===== config.mk =====
export PLATFORM = sky130hd
export DESIGN_NAME = mpow2_ctrl
export DESIGN_NICKNAME = d
export VERILOG_FILES = /design/src/rtl/core/mpow2_pkg.sv /design/src/rtl/core/mpow2_ctrl.sv
export SDC_FILE = /design/constraint.sdc
export NUM_CORES = 1
export LEC_CHECK = 0
export BUFFER_PORTS_ARGS = -buffer_cell sky130_fd_sc_hd__buf_2
export CORE_ASPECT_RATIO = 0.8
export CORE_MARGIN = 2
export CORE_UTILIZATION = 45
export CTS_BUF_LIST = sky130_fd_sc_hd__clkbuf_8
export DETAILED_ROUTE_END_ITERATION = 8
export PLACE_DENSITY = 0.69
export SKIP_CTS_REPAIR_TIMING = 1
export SYNTH_ARGS = -nofsm -noshare
export SYNTH_HDL_FRONTEND = slang
export SYNTH_SLANG_ARGS = --single-unit

===== constraint.sdc =====
create_clock -name clock -period 17.45 [get_ports clock]
set_input_delay 5.235 -clock clock [delete_from_list [all_inputs] [get_ports clock]]
set_output_delay 5.235 -clock clock [all_outputs]
set_load 0.01 [all_outputs]

===== src/rtl/core/mpow2_pkg.sv =====
// Shared types, widths and helpers for the 2x2 matrix power block.
package mpow2_pkg;

   // Field widths fixed by the channel payloads.
   localparam int FIELD_W = 64;
   localparam int EXP_W   = 63;

   // Arithmetic width of the matrix entries (8 to 64).
   localparam int ENTRY_W = 64;

   // Split of an entry into a low and a high half for the partial products.
   localparam int LO_W = (ENTRY_W + 1) / 2;
   localparam int HI_W = ENTRY_W - LO_W;

   // Number of entries in a matrix and of scalar products in a matrix product.
   localparam int N_ENTRY = 4;
   localparam int N_PROD  = 8;

   typedef logic signed [FIELD_W-1:0] field_type;
   typedef logic [EXP_W-1:0]          exp_type;
   typedef logic [ENTRY_W-1:0]        entry_type;

   // Matrix product selection: result times base, or base times base.
   typedef enum logic {
      OP_MUL,
      OP_SQR
   } op_type;

   typedef struct packed {
      logic   load;     // take a new base matrix, reset the result to identity
      logic   issue;    // start a matrix product in the pipeline
      op_type op;       // which product to start
      logic   capture;  // copy the result matrix to the response register
   } dp_cmd_type;

   typedef struct packed {
      logic busy;       // a product is still in flight
   } dp_stat_type;

   // Sign-extend an entry to the width of a response field.
   function automatic field_type sext_entry(entry_type v);
      return FIELD_W'(signed'(v));
   endfunction

endpackage


===== src/rtl/core/mpow2_ctrl.sv =====
// Controller: walks the exponent bits and sequences products through the datapath.
module mpow2_ctrl (
   input  logic                    clock,
   input  logic                    reset,
   input  logic                    req_valid,
   output logic                    req_ready,
   input  mpow2_pkg::exp_type      exponent,
   output logic                    rsp_valid,
   input  logic                    rsp_ready,
   output mpow2_pkg::dp_cmd_type   cmd,
   input  mpow2_pkg::dp_stat_type  stat
);

   localparam int EXP_W = mpow2_pkg::EXP_W;

   typedef enum logic [2:0] {
      ST_IDLE,
      ST_STEP,
      ST_SQR,
      ST_WAIT,
      ST_FINISH
   } state_type;

   state_type          state_ff;
   mpow2_pkg::exp_type exp_ff;
   logic               rsp_valid_ff;

   always_comb begin
      cmd       = '0;
      cmd.op    = mpow2_pkg::OP_SQR;
      req_ready = 1'b0;
      unique case (state_ff)
         ST_IDLE: begin
            req_ready = 1'b1;
            cmd.load  = req_valid;
         end
         ST_STEP: begin
            if (exp_ff != '0) begin
               cmd.issue = 1'b1;
               cmd.op    = exp_ff[0] ? mpow2_pkg::OP_MUL : mpow2_pkg::OP_SQR;
            end
         end
         ST_SQR: begin
            cmd.issue = 1'b1;
         end
         ST_WAIT: begin
         end
         ST_FINISH: begin
            cmd.capture = !rsp_valid_ff || rsp_ready;
         end
         default: begin
         end
      endcase
   end

   always_ff @(posedge clock) begin
      if (reset) begin
         state_ff     <= ST_IDLE;
         rsp_valid_ff <= 1'b0;
      end else begin
         if (cmd.capture) begin
            rsp_valid_ff <= 1'b1;
         end else if (rsp_ready) begin
            rsp_valid_ff <= 1'b0;
         end
         unique case (state_ff)
            ST_IDLE: begin
               if (req_valid) begin
                  exp_ff   <= exponent;
                  state_ff <= ST_STEP;
               end
            end
            ST_STEP: begin
               if (exp_ff == '0) begin
                  state_ff <= ST_FINISH;
               end else begin
                  exp_ff <= exp_ff >> 1;
                  // Skip the squaring once no higher bit is left.
                  if (exp_ff[0] && (exp_ff[EXP_W-1:1] != '0)) begin
                     state_ff <= ST_SQR;
                  end else begin
                     state_ff <= ST_WAIT;
                  end
               end
            end
            ST_SQR: begin
               state_ff <= ST_WAIT;
            end
            ST_WAIT: begin
               if (!stat.busy) begin
                  state_ff <= ST_STEP;
               end
            end
            ST_FINISH: begin
               if (cmd.capture) begin
                  state_ff <= ST_IDLE;
               end
            end
            default: begin
               state_ff <= ST_IDLE;
            end
         endcase
      end
   end

   assign rsp_valid = rsp_valid_ff;

   a_idle_drained: assert property (@(posedge clock) disable iff (reset)
      req_ready |-> !stat.busy)
      else $error("controller idle while a product is in flight");

   a_mul_into_empty: assert property (@(posedge clock) disable iff (reset)
      (cmd.issue && cmd.op == mpow2_pkg::OP_MUL) |-> !stat.busy)
      else $error("multiply issued before earlier write-backs completed");

   a_no_overwrite: assert property (@(posedge clock) disable iff (reset)
      cmd.capture |-> !rsp_valid_ff || rsp_ready)
      else $error("response register overwritten before it was taken");

endmodule


==> metrics.md, run 1 <==
| Metric | Value |
|---|---|
| Synth top area share | `62.1%` |
| Area grow syn2layout | `19.5%` |
| Hold_sp | `rsp_valid` |
| Clk buf depth | `2` |
| Ant diodes | `0` |
| GRT overflow | `0` |
| RSZ-0062 raised after global routing | `no` |
| Register area share after synthesis | `64.8%` |
| #FFs+latches synth | `67` |
| Core area | `6470 um^2` |
| Routed Antenna Nets | `0` |
| Adder-Cell Fraction of Synth Area | `0%` |
| Kind of critical path | `in -> out` |
| Worst r2r src | `exp_ff[50]` |
| Number of vias per cell | `5.19` |
| # rows | `26` |
| Top Ports | `74` |
| Peak supply drop | `0.0464 mV` |
| Mapped Avg Cell Area | `16.0 um^2` |
| Critical Path AT | `5.77 ns` |
| Tot GR Track Use | `16.2%` |
| Initial core utilization | `47.0%` |
| Die Wd | `96.0 um` |
| Most common cell in the synthesized netlist | `edfxtp_1` |
| Post-synth top area cell | `edfxtp_1` |
| Initial DRC Count | `152` |
| Cts bufs inserted | `9` |
| Reg-to-reg setup timing slack | `14.93 ns` |
| Reg2reg end | `exp_ff[8]` |
| Sw Ratio | `24.0%` |
| Syn nets | `258` |
| Final period util | `63.1%` |
| Fraction of registers with async set/reset | `0%` |
| Compound-Gate Fraction of Synth Area | `1.27%` |
| Pleak | `1.33 nW` |
| Final setup violation count | `0` |
| Number of synthesized flops with an enable pin | `63` |
| Worst hold stages | `2` |
| Psw | `0.0000868 W` |
| Clock transition at the registers of the reported paths | `0.06 ns` |
| Worst path required time | `12.21 ns` |
| Largest net degree at the start of global routing | `66` |
| Synth top cells by count | `edfxtp_1 (63), mux2_2 (62), nor4_1 (14)` |
| YS warnings | `0` |
| Final Critical Period | `11.01 ns` |
| Fillcell total | `565` |
| Worst Hold Class | `reg -> reg` |
| DR DRC count | `0` |
| Reg2reg path depth | `6` |
| FMAX | `90.8 MHz` |
| Slew headroom | `45.9%` |
| Max Slew Vio Count | `0` |
| Port Buf Inserts | `73` |
| Crit Path Max Fanout | `3` |
| Comb pwr share | `14.6%` |
| Yosys cell types | `27` |
| Critical Path Sink Type | `output pin` |
| Final WL | `5660 um` |
| Status | `complete, no violations` |
| Clock Latency Late Sink | `0.34 ns` |
| Drt pass-1 iters | `4` |
| Synthesized area | `3040 um^2` |
| Skew final | `0.00734 ns` |
| Mapped Cells | `190` |
| Post-DP HPWL | `3840 um` |
| Main combinational cell family by area after synthesis | `multiplexers` |
| Max Cap Viol | `0` |
| Cell Pwr Density | `99.5 nW/um^2` |
| Worst Hold Path EP | `rsp_valid` |
| Die Area | `7440 um^2` |
| Wire length per cell | `15.9 um` |
| First-pass GRT wire length | `8900 um` |
| Vias in the first global route | `1782` |
| Simple-gate share of the synthesized area | `9.04%` |
| CP Launch Type | `input pin` |
| Synth Flop Type | `edfxtp_1` |
| Final net count | `335` |
| Ranking of synthesized cells by area | `edfxtp_1 (62%), mux2_2 (23%), nor4_1 (2.9%)` |
| WHS | `0.514 ns` |
| Antenna violations before repair | `0` |
| CTS tree | `yes` |
| Final Hold Fails | `0` |
| H-tree depth | `3` |
| Clk network pwr share | `28.2%` |
| Die height | `77.6 um` |
| Layout cells sized above 1 | `56.8%` |
| Clock sinks | `67` |
| Worst-Margin Slew | `0.811 ns` |
| XOR/XNOR Fraction of Synth Area | `0%` |
| Final TNS setup | `0 ns` |
| Seq pwr share | `57.2%` |
| Via count | `1844` |
| Clk root buf | `clkbuf_8` |
| Int Power | `0.000275 W` |
| GPL Wtd Cong | `0.770` |
| Mux contribution to synthesized area | `22.9%` |
==> state kept, by name, indices dropped and copies added (netlist names) <==
| signal | flops |
|---|---|
| exp_ff | 63 |
| state_ff | 3 |
| rsp_valid | 1 |
==> worst max-delay path by stage <==
| stage | startpoint | end | slack [ns] |
|---|---|---|---|
| final | rsp_ready | cmd[0] | 6.44 |
| after global routing | rsp_ready | cmd[0] | 6.40 |
| after CTS | rsp_ready | cmd[0] | 6.44 |
| after detailed placement | rsp_ready | cmd[0] | 6.44 |
| after global placement | rsp_ready | cmd[0] | 6.45 |
| after floorplan | rsp_ready | cmd[0] | 6.64 |
==> layout make-up <==
| cell class | count | area (um^2) | area share (%) |
|---|---|---|---|
| clock inverters | 6 | 25.0 | 0.688 |
| multi-input cells | 113 | 1030 | 28.3 |
| well taps | 84 | 105 | 2.89 |
| clock buffers | 9 | 124 | 3.40 |
| repair buffers | 75 | 380 | 10.5 |
| flip-flops and latches | 67 | 1970 | 54.2 |
| inverters | 1 | 3.75 | 0.103 |
==> logic make-up after synthesis <==
logic type / count (synthesis)
compound gates: 6
buf+inv: 10
flops: 67
mux: 62
simple gates: 45
==> cell usage in the layout (no fill, tap or decap) <==
cell type,count
buf_2,73
edfxtp_1,63
mux2_2,62
nor4_1,14
clkbuf_8,9
nor2_1,6
nand4_1,4
nand2_1,4
dfxtp_1,4
nand2b_1,3
clkinv_1,3
nor3_1,2
inv_1,2
nor4_2,2
nor2b_1,2
clkinv_2,2
buf_4,2
and3_1,1
nor3b_2,1
and2b_2,1
o22ai_1,1
or4_1,1
a21oi_4,1
and2_1,1
and3b_2,1
o31ai_1,1
a21oi_1,1
nand3_1,1
o21ai_0,1
nor3b_1,1
a32o_1,1
==> worst max-delay path: stages <==
cell and delay, ns:
buf_2 0.09, nand2b_1 0.15, and3_1 0.16, buf_2 0.13
==> power groups by stage <==
| stage | Sequential (W) | Combinational [W] | Clock, W |
|---|---|---|---|
| CTS | 0.000207 | 0.0000538 | 0.000106 |
| global placement | 0.000210 | 0.0000527 | 0 |
| floorplan | 0.000207 | 0.0000407 | 0 |
| finish | 0.000207 | 0.0000528 | 0.000102 |
| global route | 0.000209 | 0.0000581 | 0.000114 |
| detailed placement | 0.000210 | 0.0000533 | 0 |
==> routing by layer <==
metal / wire, um / vias up / track usage [%]
li1: - / 911 / -
met1: 2670 / 874 / 22.4
met2: 2530 / 49 / 22.7
met3: 369 / 10 / 6.89
met4: 94 / 0 / 6.29
met5: 0 / - / 0
==> per-stage QoR <==
step / instances / utilization (%) / worst slack, ns / power [W] / instance area (um^2)
after floorplan: 190 / - / 6.64 / 0.000248 / 3040
after global placement: 340 / 53.9 / 6.45 / 0.000263 / 3490
after detailed placement: 340 / 53.9 / 6.44 / 0.000264 / 3490
after CTS: 355 / 56.2 / 6.44 / 0.000367 / 3640
after global routing: 355 / 56.2 / 6.40 / 0.000381 / 3640
final: 355 / 56.2 / 6.44 / 0.000362 / 3640
(Power assumes the default switching activity.)
==> run 2, diff against run 1 <==
--- a/config.mk
+++ b/config.mk
@@ -11,7 +11,7 @@
 export CORE_UTILIZATION = 45
 export CTS_BUF_LIST = sky130_fd_sc_hd__clkbuf_8
 export DETAILED_ROUTE_END_ITERATION = 8
-export PLACE_DENSITY = 0.69
+export PLACE_DENSITY = 0.72
 export SKIP_CTS_REPAIR_TIMING = 1
 export SYNTH_ARGS = -nofsm -noshare
 export SYNTH_HDL_FRONTEND = slang
==> constraint.sdc (replaced) <==
create_clock -name clock -period 9.2 [get_ports clock]
set_input_delay 2.76 -clock clock [delete_from_list [all_inputs] [get_ports clock]]
set_output_delay 2.76 -clock clock [all_outputs]
set_load 0.01 [all_outputs]
==> metrics.md, run 2 (synthesized netlist as in run 1, its figures left out) <==
| Metric | Value |
|---|---|
| Final setup violation count | `0 (unchanged)` |
| Layout cells sized above 1 | `57.4% (was 56.8%)` |
| Slew headroom | `45.5% (was 45.9%)` |
| Kind of critical path | `in -> out (unchanged)` |
| Int Power | `0.000580 W (was 0.000275 W)` |
| Ant diodes | `0 (unchanged)` |
| RSZ-0062 raised after global routing | `no (unchanged)` |
| GRT overflow | `0 (unchanged)` |
| Cell Pwr Density | `202 nW/um^2 (was 99.5 nW/um^2)` |
| Worst setup startpoint | `rsp_ready (unchanged)` |
| Top Ports | `74 (unchanged)` |
| Final net count | `335 (unchanged)` |
| Initial DRC Count | `102 (was 152)` |
| # rows | `26 (unchanged)` |
| Clock Latency Late Sink | `0.34 ns (about the same)` |
| Final worst slack | `3.12 ns (was 6.44 ns)` |
| Routed Antenna Nets | `0 (unchanged)` |
| Core area | `6470 um^2 (unchanged)` |
| Clock sinks | `67 (unchanged)` |
| Final period util | `66.0%` |
| FMAX | `165 MHz` |
| Placed inst area | `3490 um^2 (unchanged)` |
| Worst r2r src | `exp_ff[49] (was exp_ff[50])` |
| Vias in the first global route | `1884 (was 1782)` |
| Port Buf Inserts | `73 (unchanged)` |
| Peak supply drop | `0.103 mV (was 0.0464 mV)` |
| Cts bufs inserted | `9 (unchanged)` |
| Clk buf depth | `2 (unchanged)` |
| CP Launch Type | `input pin (unchanged)` |
| Die height | `77.6 um (unchanged)` |
| Max Cap Viol | `0 (unchanged)` |
| Critical Path AT | `3.32 ns (was 5.77 ns)` |
| Worst Hold Path EP | `rsp_valid (unchanged)` |
| Max Slew Vio Count | `0 (unchanged)` |
| Die Wd | `96.0 um (unchanged)` |
| CP max-delay cell | `and3_1 (unchanged)` |
| CTS tree | `yes (unchanged)` |
| Clk root buf | `clkbuf_8 (unchanged)` |
| Initial core utilization | `47.0% (unchanged)` |
| Psw | `0.000169 W (was 0.0000868 W)` |
| Setup slack after placement | `3.13 ns (was 6.44 ns)` |
| Commonest non-fill, non-tap cells in the layout | `buf_2 (73), edfxtp_1 (63), mux2_2 (62), nor4_1 (14), clkbuf_8 (9) (unchanged)` |
| Status | `complete, no violations (unchanged)` |
| Wire length per cell | `16.1 um (was 15.9 um)` |
| Antenna violations before repair | `0 (unchanged)` |
| Worst Hold Class | `reg -> reg (unchanged)` |
| Drt pass-1 iters | `4 (unchanged)` |
| Final Hold Fails | `0 (unchanged)` |
| Via count | `1845 (was 1844)` |
| Comb pwr share | `13.4% (was 14.6%)` |
| Final WL | `5720 um (was 5660 um)` |
| Hold_sp | `rsp_valid (unchanged)` |
| Tot GR Track Use | `16.2% (about the same)` |
| Pleak | `1.35 nW (was 1.33 nW)` |
| Seq pwr share | `52.5% (was 57.2%)` |
| Number of vias per cell | `5.18 (was 5.19)` |
| Largest Register | `exp_ff (unchanged)` |
| Critical Path Sink Type | `output pin (unchanged)` |
| Post-DP HPWL | `3820 um (was 3840 um)` |
| Worst-path cell chain | `buf_2, nand2b_1, and3_1, buf_2 (unchanged)` |
| Crit Path Max Fanout | `3 (unchanged)` |
| Die Area | `7440 um^2 (unchanged)` |
| Final Critical Period | `6.08 ns` |
| Worst-Margin Slew | `0.817 ns (was 0.811 ns)` |
| CP most frequent cell | `buf_2 (unchanged)` |
| Clk network pwr share | `34.1% (was 28.2%)` |
| Reg-to-reg setup timing slack | `6.67 ns (was 14.93 ns)` |
| CP max stage delay | `0.17 ns (was 0.16 ns)` |
| Skew final | `0.00763 ns (was 0.00734 ns)` |
| Design Area, Final | `3700 um^2 (was 3640 um^2)` |
| GPL Wtd Cong | `0.787 (was 0.770)` |
| Worst hold stages | `2 (unchanged)` |
| Largest net degree at the start of global routing | `65 (was 66)` |
| Largest register FFs | `63 (unchanged)` |
| Reg2reg path depth | `6 (unchanged)` |
| Area grow syn2layout | `21.5% (was 19.5%)` |
| First-pass GRT wire length | `8840 um (was 8900 um)` |
| Worst path required time | `6.44 ns (was 12.21 ns)` |
| Reg2reg end | `exp_ff[4] (was exp_ff[8])` |
| Final Core Density | `57.1% (was 56.2%)` |
| H-tree depth | `3 (unchanged)` |
| DR DRC count | `0 (unchanged)` |
| Commonest non-fill, non-tap cell in the layout | `buf_2 (unchanged)` |
| Sw Ratio | `22.5% (was 24.0%)` |
| Final TNS setup | `0 ns (unchanged)` |
| Clock transition at the registers of the reported paths | `0.06 ns (about the same)` |
[run 2: cell count changes in the layout (fill, tap and decap cells not counted)]
| cell | previous run | this run |
|---|---|---|
| clkinvlp_4 | 0 | 1 |
| bufinv_16 | 0 | 2 |
| clkinv_1 | 3 | 2 |
| clkinv_2 | 2 | 1 |
[run 2: power by group through the flow]
stage / logic (W) / clock network, W / registers, W
CTS: 0.000102 / 0.000263 / 0.000393
global placement: 0.0000993 / 0 / 0.000398
global route: 0.000110 / 0.000273 / 0.000396
detailed placement: 0.000101 / 0 / 0.000399
finish: 0.000100 / 0.000255 / 0.000393
floorplan: 0.0000772 / 0 / 0.000393
[run 2: worst max-delay path by stage]
stage,end,cells past startpoint
4_1_cts,cmd[0],4
6_report,cmd[0],4
5_1_grt,cmd[0],4
3_5_place_dp,cmd[0],4
3_3_place_gp,cmd[0],4
2_1_floorplan,exp_ff[0],2
[run 2: cell type report]
cell class | instances | area [um^2]
Clock buffer | 9 | 124
Clock inverter | 7 | 83.8
Fill cell | 534 | 2780
Inverter | 1 | 3.75
Multi-Input combinational cell | 113 | 1030
Sequential cell | 67 | 1970
Tap cell | 84 | 105
Timing Repair Buffer | 75 | 380
[run 2: through the flow]
stage	instances	total power, W	hold WS, ns
after detailed placement	340	0.000500	0.516
final	356	0.000749	0.524
after CTS	356	0.000758	0.525
after global placement	340	0.000498	0.497
after floorplan	190	0.000470	0.488
after global routing	356	0.000780	0.570
[run 2: routing by layer]
metal | GRT usage (%) | wire length, um | share of wire [%]
met4 | 4.29 | 63 | 1.1
met1 | 21.6 | 2670 | 47
met2 | 23.8 | 2570 | 45
met5 | 0 | 0 | 0
met3 | 7.48 | 415 | 7.3
[run 2: critical path: cells and delay by family]
kind,cells,cell delay (ns)
buf+inv,2,0.22
simple gates,2,0.33
